[src/hdl/b64v_pkg.sv]
// ----------------------------------------------------------------------------
// b64v_pkg
// Shared types, constants and the base64 character map for the varint decoder.
// ----------------------------------------------------------------------------
package b64v_pkg;

    // Accumulator width of one decoded value (valid range 8..64)
    localparam int unsigned VALUE_BITS = 32;

    // Widths of the external fields
    localparam int unsigned CHAR_W  = 8;
    localparam int unsigned VALUE_W = 32;
    localparam int unsigned SEXT_W  = 6;
    localparam int unsigned PEND_W  = 7;
    localparam int unsigned CNT_W   = 3;
    localparam int unsigned GRP_W   = 3;
    localparam int unsigned PAY_W   = 7;

    // Saturation point of the byte index within one value
    localparam logic [GRP_W-1:0] GROUP_MAX = 3'd7;

    // Base64 alphabet offsets
    localparam logic [SEXT_W-1:0] LOWER_BASE = 6'd26;
    localparam logic [SEXT_W-1:0] DIGIT_BASE = 6'd52;
    localparam logic [SEXT_W-1:0] PLUS_CODE  = 6'd62;
    localparam logic [SEXT_W-1:0] SLASH_CODE = 6'd63;

    // Input beat payload
    typedef struct packed {
        logic [CHAR_W-1:0] char_code;
        logic              frame_end;
    } in_t;

    // Result beat payload
    typedef struct packed {
        logic [VALUE_W-1:0] value;
        logic               overflow;
    } out_t;

    // One completed stream byte handed to the varint accumulator
    typedef struct packed {
        logic       byte_vld;
        logic [7:0] data;
        logic       clear;
    } byte_beat_t;

    // Map one ASCII character to its six-bit code; unknown characters give zero
    function automatic logic [SEXT_W-1:0] sextet_of(input logic [CHAR_W-1:0] ch);
        logic [SEXT_W-1:0] code;
        code = '0;
        if (ch >= 8'h41 && ch <= 8'h5A) begin
            code = SEXT_W'(ch - 8'h41);
        end else if (ch >= 8'h61 && ch <= 8'h7A) begin
            code = SEXT_W'(ch - 8'h61) + LOWER_BASE;
        end else if (ch >= 8'h30 && ch <= 8'h39) begin
            code = SEXT_W'(ch - 8'h30) + DIGIT_BASE;
        end else if (ch == 8'h2B) begin
            code = PLUS_CODE;
        end else if (ch == 8'h2F) begin
            code = SLASH_CODE;
        end
        return code;
    endfunction

endpackage

[src/hdl/b64v_varint_acc.sv]
// ----------------------------------------------------------------------------
// b64v_varint_acc
// Little-endian base-128 accumulator: folds completed bytes into a value.
// ----------------------------------------------------------------------------
module b64v_varint_acc (
    input  logic                  aclk,
    input  logic                  aresetn,
    input  logic                  advance,
    input  b64v_pkg::byte_beat_t  beat,
    output logic                  done,
    output b64v_pkg::out_t        result
);

    localparam int unsigned VB   = b64v_pkg::VALUE_BITS;
    localparam int unsigned SH_W = VB + 49;

    logic [VB-1:0]                 acc_reg, acc_next, acc_new, add_bits;
    logic [b64v_pkg::GRP_W-1:0]    grp_reg, grp_next, grp_new;
    logic                          ovf_reg, ovf_next, ovf_new, spill;
    logic [b64v_pkg::PAY_W-1:0]    payload;
    logic [5:0]                    shamt;
    logic [SH_W-1:0]               wide;
    logic [VB+b64v_pkg::VALUE_W-1:0] val_ext;

    // Place the payload at bit 7*index and split off what falls above the top
    always_comb begin
        payload = beat.data[b64v_pkg::PAY_W-1:0];
        shamt   = 6'({3'b000, grp_reg}) * 6'd7;
        wide    = SH_W'(payload) << shamt;
        if (grp_reg == b64v_pkg::GROUP_MAX) begin
            spill    = |payload;
            add_bits = '0;
            grp_new  = grp_reg;
        end else begin
            spill    = |wide[SH_W-1:VB];
            add_bits = wide[VB-1:0];
            grp_new  = grp_reg + 3'd1;
        end
        acc_new = acc_reg | add_bits;
        ovf_new = ovf_reg | spill;
    end

    // Emit on a byte with a clear continuation bit
    assign done            = beat.byte_vld & ~beat.data[7];
    assign val_ext         = {{b64v_pkg::VALUE_W{1'b0}}, acc_new};
    assign result.value    = val_ext[b64v_pkg::VALUE_W-1:0];
    assign result.overflow = ovf_new;

    // Advance state; drop the value after emission or at frame end
    always_comb begin
        acc_next = acc_reg;
        grp_next = grp_reg;
        ovf_next = ovf_reg;
        if (advance) begin
            if (done || beat.clear) begin
                acc_next = '0;
                grp_next = '0;
                ovf_next = 1'b0;
            end else if (beat.byte_vld) begin
                acc_next = acc_new;
                grp_next = grp_new;
                ovf_next = ovf_new;
            end
        end
    end

    always_ff @(posedge aclk) begin
        if (!aresetn) begin
            acc_reg <= '0;
            grp_reg <= '0;
            ovf_reg <= 1'b0;
        end else begin
            acc_reg <= acc_next;
            grp_reg <= grp_next;
            ovf_reg <= ovf_next;
        end
    end

endmodule

[src/hdl/base64_varint_stream_decoder.sv]
// ----------------------------------------------------------------------------
// base64_varint_stream_decoder
// Decodes base64 text into a stream of unsigned LEB128 varint values.
// ----------------------------------------------------------------------------
// One base64 character is taken per beat, one beat every clock cycle while
// s_ready is high; a finished value is registered on the result channel, or in
// the second result register while the first still waits. Each character adds
// six bits to the stream, most significant bit first; characters outside the
// alphabet, padding included, count as six zero bits. Every stream byte
// contributes its low seven bits to the value; a byte with a clear top bit ends
// the value. The value is kept to 32 bits and overflow flags lost payload bits.
// A beat with frame_end set is decoded normally, then leftover bits and any
// unfinished value are dropped. A second result register lets a new character
// in while a finished value still waits for m_ready; the input stalls only
// while two finished values wait.
module base64_varint_stream_decoder (
    input  logic            aclk,
    input  logic            aresetn,
    input  logic            s_valid,
    output logic            s_ready,
    input  b64v_pkg::in_t   s_data,
    output logic            m_valid,
    input  logic            m_ready,
    output b64v_pkg::out_t  m_data
);

    logic [b64v_pkg::PEND_W-1:0]  pend_reg, pend_next;
    logic [b64v_pkg::CNT_W-1:0]   cnt_reg, cnt_next;
    logic                         m_valid_reg, m_valid_next;
    b64v_pkg::out_t               m_data_reg, m_data_next;
    logic                         sk_valid_reg, sk_valid_next;
    b64v_pkg::out_t               sk_data_reg, sk_data_next;

    logic                         accept;
    logic [b64v_pkg::SEXT_W-1:0]  sextet;
    logic [12:0]                  joined;
    logic [3:0]                   total;
    logic [2:0]                   extra;
    logic [12:0]                  shifted;
    logic [b64v_pkg::PEND_W-1:0]  keep_mask;
    b64v_pkg::byte_beat_t         beat;
    logic                         done;
    b64v_pkg::out_t               result;

    assign s_ready = ~sk_valid_reg;
    assign accept  = s_valid & s_ready;

    // Append the sextet and cut a byte once eight bits are pending
    always_comb begin
        sextet    = b64v_pkg::sextet_of(s_data.char_code);
        joined    = {pend_reg, sextet};
        total     = {1'b0, cnt_reg} + 4'd6;
        extra     = 3'(total - 4'd8);
        shifted   = joined >> extra;
        keep_mask = (7'd1 << extra) - 7'd1;

        beat.clear = s_data.frame_end;
        if (total >= 4'd8) begin
            beat.byte_vld = 1'b1;
            beat.data     = shifted[7:0];
            pend_next     = joined[6:0] & keep_mask;
            cnt_next      = extra;
        end else begin
            beat.byte_vld = 1'b0;
            beat.data     = shifted[7:0];
            pend_next     = joined[6:0];
            cnt_next      = total[2:0];
        end

        // drop leftover bits at frame end; hold when no beat
        if (!accept) begin
            pend_next = pend_reg;
            cnt_next  = cnt_reg;
        end else if (s_data.frame_end) begin
            pend_next = '0;
            cnt_next  = '0;
        end
    end

    b64v_varint_acc u_acc (
        .aclk    (aclk),
        .aresetn (aresetn),
        .advance (accept),
        .beat    (beat),
        .done    (done),
        .result  (result)
    );

    // Load a finished value into the head or the skid register, advance on take
    always_comb begin
        m_valid_next  = m_valid_reg;
        m_data_next   = m_data_reg;
        sk_valid_next = sk_valid_reg;
        sk_data_next  = sk_data_reg;
        if (m_valid_reg && m_ready) begin
            if (sk_valid_reg) begin
                m_data_next   = sk_data_reg;
                sk_valid_next = 1'b0;
            end else if (accept && done) begin
                m_data_next = result;
            end else begin
                m_valid_next = 1'b0;
            end
        end else if (accept && done) begin
            if (!m_valid_reg) begin
                m_valid_next = 1'b1;
                m_data_next  = result;
            end else begin
                sk_valid_next = 1'b1;
                sk_data_next  = result;
            end
        end
    end

    always_ff @(posedge aclk) begin
        if (!aresetn) begin
            pend_reg     <= '0;
            cnt_reg      <= '0;
            m_valid_reg  <= 1'b0;
            sk_valid_reg <= 1'b0;
        end else begin
            pend_reg     <= pend_next;
            cnt_reg      <= cnt_next;
            m_valid_reg  <= m_valid_next;
            sk_valid_reg <= sk_valid_next;
        end
    end

    always_ff @(posedge aclk) begin
        m_data_reg  <= m_data_next;
        sk_data_reg <= sk_data_next;
    end

    assign m_valid = m_valid_reg;
    assign m_data  = m_data_reg;

endmodule

[config.mk]
export PLATFORM = sky130hd
export DESIGN_NAME = base64_varint_stream_decoder
export DESIGN_NICKNAME = d
export VERILOG_FILES = /design/src/hdl/b64v_pkg.sv /design/src/hdl/b64v_varint_acc.sv /design/src/hdl/base64_varint_stream_decoder.sv
export SDC_FILE = /design/constraint.sdc
export NUM_CORES = 1
export LEC_CHECK = 0
export ABC_CLOCK_PERIOD_IN_PS = 7700
export BUFFER_PORTS_ARGS = -buffer_cell sky130_fd_sc_hd__buf_2
export CAP_MARGIN = 30
export CORE_ASPECT_RATIO = 0.9
export CORE_UTILIZATION = 35
export CTS_CLUSTER_DIAMETER = 200
export DETAILED_ROUTE_END_ITERATION = 16
export PLACE_DENSITY_LB_ADDON = 0.05
export SLEW_MARGIN = 0
export SYNTH_ARGS = -nofsm -noshare
export SYNTH_HDL_FRONTEND = slang
export SYNTH_SLANG_ARGS = --single-unit
[constraint.sdc]
create_clock -name aclk -period 7.7 [get_ports aclk]
set_input_delay 0 -clock aclk [delete_from_list [all_inputs] [get_ports aclk]]
set_output_delay 0 -clock aclk [all_outputs]
set_load 0.01 [all_outputs]
After elaboration in Yosys (flattened, before gate mapping) --
Index checks and enable logic that the tools add are counted.
Word-level totals: bits in registers 114, latch bits 0, RAM bits 0, memory bits (read-only) 0, input port bits 13, output and inout bits 35, word-level logic and storage cells 93, memories 0
Cells by class: add/subtract/negate cells 9, $mul 1, divide/modulo/power cells 0, $lt $le $gt $ge 7, equality and inequality tests 7, shift operators 3, multiplexer cells 28, bitwise logic cells 9, reduce and logical (&&, ||, !) cells 18
Operators with widths (number):
- 33-bit 2-to-1 mux | 5
- 32-bit 2-to-1 mux | 3
- 7-bit by 6-bit << shifter with 81-bit output | 1
- 49-bit OR reduction | 1
- 32-bit OR | 1
- 6-bit 2-to-1 mux | 5
- 8-bit by 6-bit equality test with 1-bit output (second input constant) | 2
- 8-bit by 7-bit greater-or-equal comparator with 1-bit output (second input constant) | 2
- 8-bit by 7-bit less-or-equal comparator with 1-bit output (second input constant) | 2
- 3-bit 2-to-1 mux | 5
- 7-bit 2-to-1 mux | 2
- 13-bit by 3-bit >> shifter with 8-bit output | 1
- 3-bit AND reduction | 4
- 6-bit subtractor (second input constant) | 2
- 9-bit 2-to-1 mux | 1
- 8-bit by 6-bit greater-or-equal comparator with 1-bit output (second input constant) | 1
- 8-bit by 6-bit less-or-equal comparator with 1-bit output (second input constant) | 1
- 7-bit AND | 1
- 1-bit 2-to-1 mux | 7
- 7-bit OR reduction | 1
- 1-bit by 3-bit << shifter with 7-bit output (first input constant) | 1
- 7-bit by 1-bit subtractor with 7-bit output (second input constant) | 1
- 6-bit by 5-bit adder with 6-bit output (second input constant) | 1
- 6-bit adder (second input constant) | 1
- 17 further kinds | 30

Logic depth before layout (Yosys ltp) --
Gate-level depths: netlist (run 1).
depth in word-level cells 15, depth in mapped cells 13, gate-level depth less buffers 11

Cells and area by module --
Synthesis (run 1) repeated with hierarchy kept, for this count alone.
Unflattened totals: cells, all modules 465, area, all modules 5437.7 um^2
By module, submodules not included:
- base64_varint_stream_decoder | instances 1, cells an instance 278, area each 3718.6 um^2, sequential area each 2202.1 um^2
- b64v_varint_acc | instances 1, cells an instance 187, area each 1719.1 um^2, sequential area each 720.7 um^2

Worst setup path before layout (run 1) --
Ideal clock, no wire load.
path type register to register, start register cnt_reg[1] (netlist bit), end register m_data_reg, in the netlist m_data[0] (enable), library setup time 0.474 ns, arrival time 4.706 ns, data required time 7.226 ns, path slack 2.521 ns, stages on the path, launching flop included 10, path buffers 1, clock period less this slack 5.179 ns, cells stage by stage dfxtp_1 -> inv_1 -> ha_1 -> clkbuf_1 -> mux2_2 -> a221oi_1 -> nor2b_1 -> inv_1 -> ha_1 -> a211oi_1
Between the ends: longest elaborated chain between the ends 9, elaborated cells on any way between the ends 11, classes of those cells add/sub (2); order compare (1); shift (1); mux (1); bitwise (2); reduce/logical (4)
Ends and longest elaborated chain:
- start: declaration | line base64_varint_stream_decoder.sv:28 | logic [b64v_pkg::CNT_W-1:0] cnt_reg, cnt_next;
- start signal: assignment | line base64_varint_stream_decoder.sv:123 | cnt_reg <= cnt_next;
- 3-bit by 3-bit adder with 4-bit output * | line base64_varint_stream_decoder.sv:52 | total = {1'b0, cnt_reg} + 4'd6;
- 3-bit by 1-bit subtractor with 3-bit output | line base64_varint_stream_decoder.sv:53 | extra = 3'(total - 4'd8);
- 13-bit by 3-bit >> shifter with 8-bit output | line base64_varint_stream_decoder.sv:54 | shifted = joined >> extra;
- 9-bit 2-to-1 mux * | line base64_varint_stream_decoder.sv:58 | if (total >= 4'd8) begin
- 1-bit NOT | line b64v_varint_acc.sv:44 | assign done = beat.byte_vld & ~beat.data[7];
- 1-bit AND * | line b64v_varint_acc.sv:44
- 1-bit logical AND * | line base64_varint_stream_decoder.sv:99, base64_varint_stream_decoder.sv:104
- 2-bit nonzero test (no source line)
- 3-bit AND reduction (no source line) *
- end signal: assignment | line base64_varint_stream_decoder.sv:130 | m_data_reg <= m_data_next;
- end: declaration | line base64_varint_stream_decoder.sv:30 | b64v_pkg::out_t m_data_reg, m_data_next;
Mark *: on every way between the ends. The rest lies on a longest branch, timed or not. A chain may end at the register's enable or synchronous reset.

Worst setup path in the final report (run 1) --
start register cnt_reg[1] (netlist bit), end register m_data_reg, in the netlist m_data[31] (enable)
Same word-level chain as after synthesis.

==> results_dict.tcl, run 1 <==
set metrics [dict create \
    synthesis.area_mm2 0.00559 \
    cap_violations 0 \
    fin_skew_ns 0.00406 \
    min_period_ns 4.39 \
    drtIter0Drc 181 \
    drc 0 \
    die_x_um 135 \
    synth-seq-cells 113 \
    htreeDepth 4 \
    maxSlewHeadroom_pct 31.9 \
    synth_warnings 0 \
    setup_viol 0 \
    clk_latency_ns 0.42 \
    seq_area_frac_synth_pct 52.3 \
    area_growth_pct 18.2 \
    crit_fanout 33 \
    synth_ff_type "edfxtp_1" \
    io_pins 48 \
    max_stage_delay_ns 0.78 \
    synthArstFlopShare_pct 0 \
    arrival_ns 4.45 \
    clk_pin_slew_ns 0.06 \
    fin_util_pct 42.6 \
    cts_made_buffers 17 \
    synth_edf_count 66 \
    routedWlPerCell_um 16.2 \
    die_y_um 122 \
    grt_max_degree 63 \
    cp-end-kind "register" \
    leakage_nw 2.72 \
    antenna_found_initial 0 \
    cts.sinks 113 \
    post-route-period-util_pct 57.0 \
    place_area_mm2 0.00602 \
    crit_path_top_delay_cell "dfxtp_1" \
    slew_violations 0 \
    fin_nets 616 \
    routed_wl_mm 13.0 \
    hold_class "input pin to register" \
    critPathKind "register to register" \
    dp.cells 769 \
    grt_pass1_vias 3975 \
    synth_cells 544 \
    cts_tree "built" \
    portBuffers 47 \
    dieArea_mm2 0.0165 \
    synth_nets 573 \
    tightest_slew_ns 1.01 \
    cts.path.max_buffers 2 \
    grt_overflow_total 0 \
    globalplace.congestion 0.803 \
    path_buf_inv 3 \
    syn_avg_cell_area_um2 10.3 \
    drive_gt1_share_pct 18.2 \
    peakVddDrop_mv 0.175 \
    hold_violations 0 \
    dp_hpwl_mm 8.51 \
    final_cell_area_mm2 0.00661 \
    cp-start-kind "register" \
    fmax_mhz 228 \
    rsz0062_at_grt "false" \
    initial_core_util_pct 36.1 \
    vias 4159 \
    p_per_area_mw_per_mm2 234 \
    required_ns 7.76 \
    ant_nets 0 \
    yosysUniqueCellTypes 71 \
    path_delay_family "adder cells" \
    status "finished, final reports clean" \
    final_cell_mix "97 x a21oi_1, 66 x edfxtp_1, 47 x dfxtp_1, 47 x buf_2, 44 x nor2_1" \
    design.core.area_mm2 0.0155 \
    track_usage_pct 17.1 \
    diodes 0 \
    root_buffer "clkbuf_16" \
    fin_tns_setup_ns 0 \
    viasPerCell 5.19 \
    grt_pass1_wl_mm 21.0 \
    firstDrtPassIters 4 \
    layout.cells.most_common "a21oi_1" \
    crit_chain "inv_1 > ha_1 > mux2_2 > a221oi_1 > nor2b_1 > inv_1 > ha_1 > a211oi_4 > buf_4" \
    instances_no_fill 802 \
    fp-row-count 43 \
]
==> synth_stat cells (2+ instances only) <==
| cell type | instances | area, um^2 |
|---|---|---|
| a311oi_1 | 2 | 17.5 |
| edfxtp_1 | 66 | 1980 |
| a21oi_1 | 97 | 485 |
| nand4_1 | 3 | 18.8 |
| o31ai_1 | 3 | 22.5 |
| dfxtp_1 | 47 | 941 |
| o21a_1 | 2 | 15.0 |
| o21ai_0 | 7 | 35.0 |
| nand3_1 | 7 | 35.0 |
| a22oi_1 | 7 | 52.6 |
| nor3b_1 | 31 | 233 |
| nor2b_1 | 22 | 138 |
| inv_1 | 41 | 154 |
| xnor2_1 | 6 | 52.6 |
| clkbuf_1 | 26 | 97.6 |
| and2_1 | 4 | 25.0 |
| nor4b_1 | 2 | 17.5 |
| nand2_1 | 18 | 67.6 |
| a21o_1 | 6 | 45.0 |
| buf_1 | 2 | 7.51 |
| nor2_1 | 44 | 165 |
| a32oi_1 | 3 | 26.3 |
| nand2b_1 | 2 | 12.5 |
| nand3b_1 | 2 | 15.0 |
| a21boi_0 | 2 | 15.0 |
| mux2i_1 | 2 | 20.0 |
| a2111oi_2 | 2 | 30.0 |
| nor4_1 | 4 | 25.0 |
| nor3_1 | 12 | 60.1 |
| xor2_1 | 2 | 17.5 |
| o211ai_1 | 4 | 30.0 |
| ha_1 | 16 | 200 |
| a211oi_1 | 7 | 52.6 |
| mux2_2 | 5 | 56.3 |
| buf_6 | 2 | 22.5 |
==> report_power, final <==
| group | internal, mW | leakage [nW] | switching [mW] |
|---|---|---|---|
| logic | 0.0458 | 1.39 | 0.0854 |
| registers | 0.643 | 1.05 | 0.00603 |
| clock network | 0.481 | 0.274 | 0.285 |
| total | 1.17 | 2.72 | 0.377 |
==> path summary, 6_finish.rpt <==
check                                 start     endpoint  slack, ns  depth (start not counted)
worst max-delay path             cnt_reg[1]   m_data[31]       3.31                          9
worst min-delay path              s_data[0]  pend_reg[6]       0.05                          4
worst max register to register   cnt_reg[1]   m_data[31]       3.31                          9
worst min register to register  pend_reg[6]  pend_reg[6]       0.47                          2
==> metal layers <==
layer | global-route usage (%) | routed length (um)
met1 | 21.7 | 6220
met2 | 27.9 | 6160
met3 | 4.37 | 404
met4 | 6.11 | 182
met5 | 0 | 0
==> cell type report <==
type,count,area (um^2)
Clock buffer,18,439
Clock inverter,14,139
Fill cell,1528,8890
Inverter,41,154
Multi-Input combinational cell,358,2390
Sequential cell,113,2920
Tap cell,202,253
Timing Repair Buffer,56,305
==> worst register-to-register path, stage by stage, from the launching register on <==
cell and delay [ns]:
dfxtp_1 0.78, inv_1 0.32, ha_1 0.78, mux2_2 0.42
a221oi_1 0.52, nor2b_1 0.27, inv_1 0.12, ha_1 0.22
a211oi_4 0.14, buf_4 0.42
==> repair_timing <==
action / 4_1_cts / 5_1_grt
hold endpoints to repair: 2 / 0
buffers inserted: 0 / 0
hold buffers: 1 / 0
gates resized for setup: 0 / 0
==> logic make-up after synthesis <==
kind of cell | Yosys count | share of synthesized area (%)
simple gates | 162 | 16.4
xor+xnor | 8 | 1.25
buf+inv | 73 | 5.26
mux | 7 | 1.37
fa+ha+maj | 16 | 3.58
compound gates | 165 | 19.8
flops | 113 | 52.3
==> metrics by stage <==
stage / hold slack, ns / worst slack (ns) / power [mW]
finish: 0.0490 / 3.31 / 1.55
global route: 0.0788 / 2.99 / 1.60
CTS: 0.0430 / 3.32 / 1.57
detailed placement: 0.296 / 3.36 / 0.793
global placement: 0.290 / 3.45 / 0.791
floorplan: 0.140 / 2.52 / 0.754
Note: power is estimated with default switching activity, not from simulation.
==> run 2, diff against run 1 <==
Settings changed: ABC_CLOCK_PERIOD_IN_PS 7700 to 4100.
Clock period 7.7 ns to 4.1 ns, I/O delays scaled along.
==> results_dict.tcl, run 2 (synthesis results as in run 1) <==
set metrics [dict create \
    drive_gt1_share_pct 18.2 \
    cts.sinks 113 \
    die_y_um 122 \
    layout.cells.most_common "a21oi_1" \
    post-route-period-util_pct 78.6 \
    drtIter0Drc 233 \
    diodes 0 \
    cts.path.max_buffers 2 \
    final_cell_mix "97 x a21oi_1, 66 x edfxtp_1, 48 x buf_2" \
    rr_worst_depth 10 \
    grt_pass1_vias 4035 \
    critPathKind "register to register" \
    antenna_found_initial 0 \
    peakVddDrop_mv 0.280 \
    setup_viol 0 \
    cp-end-kind "register" \
    clk_latency_ns 0.40 \
    fin_util_pct 42.5 \
    dp_hpwl_mm 8.68 \
    vias 4138 \
    rsz0062_at_grt "false" \
    fin_nets 619 \
    ant_nets 0 \
    p_int_mw 2.12 \
    io_pins 48 \
    p_sw_share_pct 23.8 \
    die_x_um 135 \
    maxSlewHeadroom_pct 47.0 \
    area_growth_pct 17.8 \
    cp-start-kind "register" \
    initial_core_util_pct 36.1 \
    rr_endpoint "m_data[28]" \
    htreeDepth 4 \
    cap_violations 0 \
    tightest_slew_ns 0.793 \
    viasPerCell 5.14 \
    cts_tree "built" \
    routedWlPerCell_um 16.2 \
    slew_violations 0 \
    grt_max_degree 48 \
    grt_pass1_wl_mm 21.6 \
    min_delay_path_depth 4 \
    drc 0 \
    min_period_ns 3.22 \
    rrSetupSlack_ns 0.88 \
    portBuffers 47 \
    fin_skew_ns 0.0125 \
    holdWs_ns 0.0724 \
    hold_end "pend_reg[6]" \
    pwr-share-clk_pct 47.2 \
    fp-row-count 43 \
    arrival_ns 3.26 \
    routed_wl_mm 13.1 \
    worstReg2RegStart "cnt_reg[1]" \
    dieArea_mm2 0.0165 \
    required_ns 4.14 \
    fin_tns_setup_ns 0 \
    p_comb_share_pct 9.1 \
    root_buffer "clkbuf_16" \
    cts_made_buffers 17 \
    firstDrtPassIters 5 \
    hold_violations 0 \
    clk_pin_slew_ns 0.06 \
    leakage_nw 2.72 \
    hold_class "input pin to register" \
    design.core.area_mm2 0.0155 \
    fmax_mhz 310 \
    grt_overflow_total 0 \
    p_per_area_mw_per_mm2 422 \
    power_frac_seq_pct 43.8 \
    startpoint "cnt_reg[1]" \
    track_usage_pct 17.5 \
    fillCellCount 1524 \
    hp-start "s_data[0]" \
    switchingPower_mw 0.662 \
    globalplace.congestion 0.808 \
    cts_resized 0 \
    crit_fanout 33 \
    status "finished, final reports clean" \
]
==> run 2: cell count changes in the layout (fill, tap and decap cells not counted), moves of 2 or more <==
cell        before  now
clkbuf_1         0    3
clkinv_2         3    6
buf_4            8   10
clkinvlp_4       4    2
==> run 2: power by group through the flow <==
stage / Combinational, mW / Sequential (mW) / Clock, mW
2_1_floorplan: 0.179 / 1.24 / 0
3_3_place_gp: 0.253 / 1.24 / 0
3_5_place_dp: 0.254 / 1.24 / 0
4_1_cts: 0.256 / 1.22 / 1.35
5_1_grt: 0.281 / 1.22 / 1.41
6_report: 0.253 / 1.22 / 1.31
==> run 2: area by class of cell <==
class	count	area [um^2]	area share (%)
Clock buffer	20	437	6.63
Clock inverter	12	91.3	1.39
Inverter	41	154	2.34
Multi-Input combinational cell	358	2400	36.5
Sequential cell	113	2920	44.4
Tap cell	202	253	3.84
Timing Repair Buffer	59	325	4.94
==> run 2: timing repair <==
action | 4_1_cts | 5_1_grt
hold buffers | 1 | 0
buffers inserted | 0 | 0
hold endpoints to repair | 2 | 0
==> run 2: per-layer routing <==
metal | routed length, um | global-route usage, % | up-vias
met5 | 0 | 0 | -
met3 | 412 | 3.66 | 9
met2 | 6230 | 27.9 | 78
met1 | 6280 | 23.1 | 1962
met4 | 142 | 7.02 | 0
li1 | - | - | 2089
==> run 2: critical path, cell delays in order (launching register included) <==
cell	delay, ns
dfxtp_1	0.32
inv_1	0.13
ha_1	0.44
mux2_2	0.38
a221oi_1	0.25
buf_4	0.18
nor2b_1	0.21
inv_1	0.12
ha_1	0.23
a211oi_4	0.14
buf_4	0.41
==> run 2: how the worst max path moves through the flow <==
stage / to / cells after the start
final: m_data[28] / 10
after global routing: m_data[28] / 10
after CTS: m_data[28] / 10
after detailed placement: m_data[0] / 11
after global placement: m_data[0] / 12
after floorplan: m_data[0] / 9
==> run 2: through the flow <==
step	instance area (um^2)	cells	setup WS [ns]	power, mW
6_report	6580	805	0.876	2.78
4_1_cts	6580	805	0.838	2.82
3_5_place_dp	6040	772	0.810	1.49
3_3_place_gp	6040	771	0.832	1.49
5_1_grt	6580	805	0.603	2.90
2_1_floorplan	5590	544	0.0509	1.42
